$ cat config.mk
export PLATFORM = sky130hd
export DESIGN_NAME = psd_front
export DESIGN_NICKNAME = d
export VERILOG_FILES = /design/src/sv/psd_pkg.sv /design/src/sv/psd_front.sv
export SDC_FILE = /design/constraint.sdc
export NUM_CORES = 2
export LEC_CHECK = 0
export ABC_AREA = 0
export BUFFER_PORTS_ARGS = -buffer_cell sky130_fd_sc_hd__buf_4
export CORE_ASPECT_RATIO = 0.6
export CORE_MARGIN = 2
export CORE_UTILIZATION = 51
export CTS_CLUSTER_SIZE = 10
export DETAILED_ROUTE_END_ITERATION = 10
export GPL_TIMING_DRIVEN = 0
export PLACE_DENSITY_LB_ADDON = 0.25
export SETUP_SLACK_MARGIN = 0.3
export SLEW_MARGIN = 20
export SYNTH_ARGS = -nofsm -noshare
export SYNTH_HDL_FRONTEND = slang
export SYNTH_SLANG_ARGS = --single-unit
$ cat constraint.sdc
create_clock -name clk_i -period 6.6 [get_ports clk_i]
set_input_delay 1.65 -clock clk_i [delete_from_list [all_inputs] [get_ports clk_i]]
set_output_delay 1.65 -clock clk_i [all_outputs]
set_load 0.005 [all_outputs]
$ cat src/sv/psd_pkg.sv
package psd_pkg;

  localparam int unsigned COORD_WIDTH_DEF     = 16;
  localparam int unsigned ALPHA_FRAC_BITS_DEF = 16;
  localparam int unsigned DIST_WIDTH          = 51;

  // front end stages plus back end stages; the divider adds one stage per alpha bit
  localparam int unsigned FRONT_STAGES = 4;
  localparam int unsigned BACK_STAGES  = 6;
  localparam int unsigned PIPE_FIXED   = FRONT_STAGES + BACK_STAGES;

  // sideband that travels with each beat
  typedef struct packed {
    logic valid;
    logic degen;
    logic sat;
  } ctl_t;

endpackage

$ cat src/sv/psd_front.sv
module psd_front #(
  parameter int unsigned COORD_WIDTH = psd_pkg::COORD_WIDTH_DEF
) (
  input  logic                            clk_i,
  input  logic                            rst_ni,
  input  logic                            in_valid_i,
  input  logic signed [COORD_WIDTH-1:0]   query_x_i,
  input  logic signed [COORD_WIDTH-1:0]   query_y_i,
  input  logic signed [COORD_WIDTH-1:0]   start_x_i,
  input  logic signed [COORD_WIDTH-1:0]   start_y_i,
  input  logic signed [COORD_WIDTH-1:0]   end_x_i,
  input  logic signed [COORD_WIDTH-1:0]   end_y_i,
  output psd_pkg::ctl_t                   ctl_o,
  output logic [2*COORD_WIDTH:0]          tsqr_o,
  output logic [2*COORD_WIDTH:0]          rem_o,
  output logic signed [COORD_WIDTH:0]     px_o,
  output logic signed [COORD_WIDTH:0]     py_o,
  output logic signed [COORD_WIDTH:0]     tx_o,
  output logic signed [COORD_WIDTH:0]     ty_o
);
  import psd_pkg::*;

  localparam int unsigned D_W   = COORD_WIDTH + 1;
  localparam int unsigned PRD_W = 2 * D_W;
  localparam int unsigned TSQ_W = 2 * COORD_WIDTH + 1;

  // stage 1: differences
  logic                  v1_q;
  logic signed [D_W-1:0] tx1_q, ty1_q, px1_q, py1_q;
  // stage 2: products
  logic                    v2_q;
  logic signed [PRD_W-1:0] txx2_q, tyy2_q, pxt2_q, pyt2_q;
  logic signed [D_W-1:0]   tx2_q, ty2_q, px2_q, py2_q;
  // stage 3: sums
  logic                    v3_q;
  logic signed [PRD_W-1:0] tsqr_full, dot_d;
  logic [TSQ_W-1:0]        tsqr3_q;
  logic signed [PRD_W-1:0] dot3_q;
  logic signed [D_W-1:0]   tx3_q, ty3_q, px3_q, py3_q;
  // stage 4: clamp decision
  ctl_t                    ctl_d, ctl_q;
  logic                    dot_pos, dot_ge;
  logic [TSQ_W-1:0]        rem_d, rem_q, tsqr4_q;
  logic signed [D_W-1:0]   tx4_q, ty4_q, px4_q, py4_q;

  assign tsqr_full = txx2_q + tyy2_q;
  assign dot_d     = pxt2_q + pyt2_q;

  // a positive dot product is below 2^TSQ_W and compares as unsigned
  assign dot_pos = !dot3_q[PRD_W-1] && (dot3_q != '0);
  assign dot_ge  = dot3_q[TSQ_W-1:0] >= tsqr3_q;

  always_comb begin
    ctl_d.valid = v3_q;
    ctl_d.degen = (tsqr3_q == '0);
    ctl_d.sat   = dot_pos && dot_ge;
    rem_d       = (dot_pos && !dot_ge) ? dot3_q[TSQ_W-1:0] : '0;
  end

  always_ff @(posedge clk_i or negedge rst_ni) begin
    if (!rst_ni) begin
      v1_q  <= 1'b0;
      v2_q  <= 1'b0;
      v3_q  <= 1'b0;
      ctl_q <= '0;
    end else begin
      v1_q  <= in_valid_i;
      v2_q  <= v1_q;
      v3_q  <= v2_q;
      ctl_q <= ctl_d;
    end
  end

  always_ff @(posedge clk_i) begin
    tx1_q   <= D_W'(end_x_i) - D_W'(start_x_i);
    ty1_q   <= D_W'(end_y_i) - D_W'(start_y_i);
    px1_q   <= D_W'(query_x_i) - D_W'(start_x_i);
    py1_q   <= D_W'(query_y_i) - D_W'(start_y_i);

    txx2_q  <= PRD_W'(tx1_q) * PRD_W'(tx1_q);
    tyy2_q  <= PRD_W'(ty1_q) * PRD_W'(ty1_q);
    pxt2_q  <= PRD_W'(px1_q) * PRD_W'(tx1_q);
    pyt2_q  <= PRD_W'(py1_q) * PRD_W'(ty1_q);
    tx2_q   <= tx1_q;
    ty2_q   <= ty1_q;
    px2_q   <= px1_q;
    py2_q   <= py1_q;

    tsqr3_q <= tsqr_full[TSQ_W-1:0];
    dot3_q  <= dot_d;
    tx3_q   <= tx2_q;
    ty3_q   <= ty2_q;
    px3_q   <= px2_q;
    py3_q   <= py2_q;

    rem_q   <= rem_d;
    tsqr4_q <= tsqr3_q;
    tx4_q   <= tx3_q;
    ty4_q   <= ty3_q;
    px4_q   <= px3_q;
    py4_q   <= py3_q;
  end

  assign ctl_o  = ctl_q;
  assign tsqr_o = tsqr4_q;
  assign rem_o  = rem_q;
  assign px_o   = px4_q;
  assign py_o   = py4_q;
  assign tx_o   = tx4_q;
  assign ty_o   = ty4_q;

endmodule

After elaboration in Yosys (flattened, before gate mapping)
Cells that the tools add are included.
- word-level logic and storage cells: 48
- flip-flop bits (word level): 545
- output and inout port bits: 137
- $mul: 4
- reduce and logical (&&, ||, !) cells: 7
- add/subtract/negate cells: 6
- $lt $le $gt $ge: 1
- operator list (cell ; count):
    $mul 17x17->34 ; 2
    $sub 16x16->17 ; 4
    $mul 17x17->33 ; 2
    $add 34x34->34 ; 1
    $reduce_bool 34->1 ; 1
    $add 33x33->33 ; 1
    $ge 33x33->1 ; 1
    $logic_not 33->1 ; 1
    $logic_and 1x1->1 ; 3
    $logic_not 1->1 ; 2

Depth between registers and ports, before layout
- depth after elaboration: 3
- mapped depth: 27
- depth with buffers taken out: 26

Worst setup path before layout
OpenSTA, ideal clock, no wires.
- path type: register to register
- start: register ty1_q[16]
- end: register tyy2_q[30]
- arrival: 6.154 ns
- path slack: 0.326 ns
- required time: 6.480 ns
- path buffers: 3
- stages on the path, launching flop included: 22
- path through: dfxtp_1 -> clkbuf_1 -> clkbuf_1 -> nand2_1 -> fa_1 -> fa_1 -> inv_1 -> fa_1 -> fa_1 -> fa_1 -> fa_1 -> ha_1 -> clkbuf_1 -> nand4_1 -> nor2_1 -> nand2_1 -> o311a_1 -> nor3_1 -> and2_1 -> o21a_1 -> nor2_1 -> xnor2_1
- cells in the longest elaborated chain, start to end: 1
- RTL lines (what ; line ; RTL):
    start: declaration ; psd_front.sv:29 ; logic signed [D_W-1:0] tx1_q, ty1_q, px1_q, py1_q;
    start signal: assignment ; psd_front.sv:76 ; ty1_q <= D_W'(end_y_i) - D_W'(start_y_i);
    $mul 17x17->33 ; psd_front.sv:81 ; tyy2_q <= PRD_W'(ty1_q) * PRD_W'(ty1_q);
    end signal: assignment ; psd_front.sv:81 ;
    end: declaration ; psd_front.sv:32 ; logic signed [PRD_W-1:0] txx2_q, tyy2_q, pxt2_q, pyt2_q;
No other way between the ends.
A chain may end at the register's enable or synchronous reset.

Worst setup path after layout
- start: register ty1_q[2]
- end: register tyy2_q[32]
Same word-level chain as after synthesis.

==> summary.md <==
| Metric | Value |
|---|---|
| Outcome | `finished, final reports clean` |
| Post-route ant nets | `0` |
| Mapped Area | `58500 µm²` |
| Post-route DRC | `0` |
| Period minus WS final | `6.46 ns` |
| Height of the die | `266 µm` |
| Share of final-layout standard cells stronger than drive strength 1 | `0.164` |
| EDFF count, synth | `0` |
| Yosys warns | `0` |
| GRT Util Overall | `0.293` |
| Asr flop ratio synth | `0.0111` |
| I/O Pins | `236` |
| Post-DP HPWL | `135000 µm` |
| #FFs+latches synth | `541` |
| GPL Wtd Cong | `0.986` |
| Commonest cells after routing, fill and taps aside | `inv_1 (1374), fa_1 (1084), nand2_1 (470)` |
| WL met2 | `64800 µm` |
| Die Outline Area | `117000 µm²` |
| DR vias/cell | `5.29` |
| Worst EP arrival | `7.00 ns` |
| Max Freq | `155 MHz` |
| Port bufs | `235` |
| Critical path endpoint category | `flip-flop` |
| Syn nets | `7727` |
| DRT Pass-1 Iters | `7` |
| Final net count | `8239` |
| CTS Buf Count | `67` |
| Worst Clk Skew | `0.0446 ns` |
| Vias | `42700` |
| Drt first-iter violations | `3691` |
| Hold path start | `tx3_q[3]$_DFF_P_` |
| Startpoint Class | `flip-flop` |
| Top FF cell, synth | `dfxtp_1` |
| Final hold vios | `0` |
| CP max FO | `5` |
| Placeable Area | `114000 µm²` |
| Worst skew pair latency | `0.70 ns` |
| Max Cap Viol | `0` |
| Final setup violation count | `0` |
| Final period util | `0.978` |
| Top Metal Used | `met5` |
| Post-synth cell types | `73` |
| DR WL/cell | `21.0 µm` |
| Post-CTS Hold Fix Bufs | `0` |
| R2r startpoint | `ty1_q[2]$_DFF_P_` |
| Seq/Total Area, Yosys | `0.186` |
| Synth Area per Inst | `9.74 µm²` |
| First-pass GRT wire length | `255000 µm` |
| HP Class | `reg -> reg` |
| CTS tree | `done` |
| Setup crit start | `ty1_q[2]$_DFF_P_` |
| Critical path class | `reg -> reg` |
| Die W | `441 µm` |
| Row count | `96` |
| Max clock buf depth | `3` |
| Most common cell after layout, fill and taps aside | `inv_1` |
| Largest net degree at the start of global routing | `12` |
| Cell count after synthesis | `6001` |
| Fillcell total | `9417` |
| Slew headroom | `0.224` |
| CTS Sinks | `541` |
| Clk slew on worst S/H paths | `0.06 ns` |
| Slew @ Worst Pin | `1.15 ns` |
| Worst Path Required | `7.15 ns` |
| Area grow syn2layout | `18.6%` |
| Total gr overflow | `0` |
| Vias in the first global route | `42800` |
| Starting density of the core | `0.513` |
| Sum of negative setup slack | `0 ns` |
| Reg-to-reg slack, setup | `0.14 ns` |
| RSZ-0062 raised after global routing | `yes` |
| H-tree Lvls | `3` |
| Initial antenna violation count | `10` |
| Fin. max-slew vios | `0` |
| WL met1 | `77800 µm` |
| WL final | `169000 µm` |
| Wire length on met3 | `22400 µm` |
| Clock root buffer | `clkbuf_16` |
## critical path, cell delays in order (launching register included)
cell        delay [ns]
dfxtp_4           0.35
clkbuf_16         0.16
clkbuf_16         0.17
and2_4            0.16
fa_2              0.65
inv_2             0.07
fa_2              0.63
clkinvlp_4        0.14
fa_2              0.55
fa_1              0.43
fa_1              0.49
inv_1             0.05
fa_1              0.47
inv_1             0.06
ha_4              0.29
nand4_1           0.20
nor2_2            0.25
nand2_2           0.09
o311a_4           0.41
nor3_4            0.24
nand4_1           0.13
nand4b_1          0.15
a21oi_2           0.07
xnor2_1           0.13
## layer usage
| layer | track usage | up-vias |
|---|---|---|
| li1 | - | 19100 |
| met1 | 0.458 | 21300 |
| met2 | 0.373 | 1959 |
| met3 | 0.109 | 236 |
| met4 | 0.0747 | 2 |
| met5 | 0.000827 | - |
## synthesized netlist by cell type (all sizes together) (20+ instances only)
cell type,count,area [µm²]
a211oi,20,155
a21o,101,758
a21oi,151,771
and2,382,2390
and3,23,144
clkbuf,156,586
dfxtp,535,10700
fa,1118,22400
ha,509,6370
inv,1433,5380
nand2,497,1870
nand2b,50,313
nand3,42,210
nand4,20,125
nor2,252,946
nor2b,42,263
nor3,75,375
nor4,20,125
o21a,25,188
o21ai,94,474
xnor2,205,1800
xor2,50,438
## final cells by class
cell class / count / area (µm²) / share of cell area
Multi-Input combinational cell: 3865 / 43100 / 0.621
Sequential cell: 541 / 11100 / 0.160
Inverter: 1435 / 5470 / 0.0789
Timing Repair Buffer: 443 / 3570 / 0.0515
Buffer: 160 / 2270 / 0.0328
Tap cell: 1519 / 1900 / 0.0274
Clock buffer: 80 / 1770 / 0.0255
Clock inverter: 12 / 203 / 0.00292
Antenna cell: 8 / 20.0 / 0.000289
## path summary, 6_finish.rpt
path                                 endpoint  cells past startpoint
min in group asynchronous  ctl_o[1]$_DFF_PN0_                      1
min reg2reg                   tx_o[3]$_DFF_P_                      0
max                        tyy2_q[32]$_DFF_P_                     23
max in group asynchronous      v2_q$_DFF_PN0_                      1
min                           tx_o[3]$_DFF_P_                      0
max reg2reg                tyy2_q[32]$_DFF_P_                     23
## state kept, by name, summed over array words and instances, names as in the netlist, 31 cells and up
| signal | flops |
|---|---|
| dot3_q | 34 |
| pxt2_q | 34 |
| pyt2_q | 34 |
| rem_o | 33 |
| tsqr3_q | 33 |
| tsqr_o | 33 |
| txx2_q | 31 |
| tyy2_q | 31 |
## repair_timing
item | CTS | global route
setup buffers | 79 | 125
pin swaps | 77 | 212
gates resized for setup | 650 | 405
setup endpoints to repair | 77 | 45
cloned | 0 | 4
## through the flow
step / hold WS (ns) / util / std cells / cell area, µm² / worst slack [ns]
2_1_floorplan: 0.310 / - / 6001 / 58500 / 0.326
4_1_cts: 0.316 / 0.588 / 7926 / 67000 / 0.286
3_5_place_dp: 0.312 / 0.545 / 7755 / 62100 / -2.11
3_3_place_gp: 0.310 / 0.545 / 7755 / 62100 / -2.08
6_report: 0.316 / 0.609 / 8063 / 69400 / 0.145
5_1_grt: 0.317 / 0.608 / 8055 / 69300 / -0.0641
## cell families (layout without fill, tap and decap cells)
| group | after synthesis | after routing | synth area share |
|---|---|---|---|
| compound gates | 529 | 529 | 0.0600 |
| xor+xnor | 255 | 255 | 0.0382 |
| other cells | 0 | 8 | 0 |
| buf+inv | 1595 | 2130 | 0.102 |
| mux | 3 | 3 | 0.000556 |
| fa+ha+maj | 1627 | 1627 | 0.492 |
| simple gates | 1451 | 1451 | 0.121 |
| flops | 541 | 541 | 0.186 |
Power is left out: the tool's default activity adds up to more than one toggle a clock period on the data nets, which glitch-free logic cannot reach.
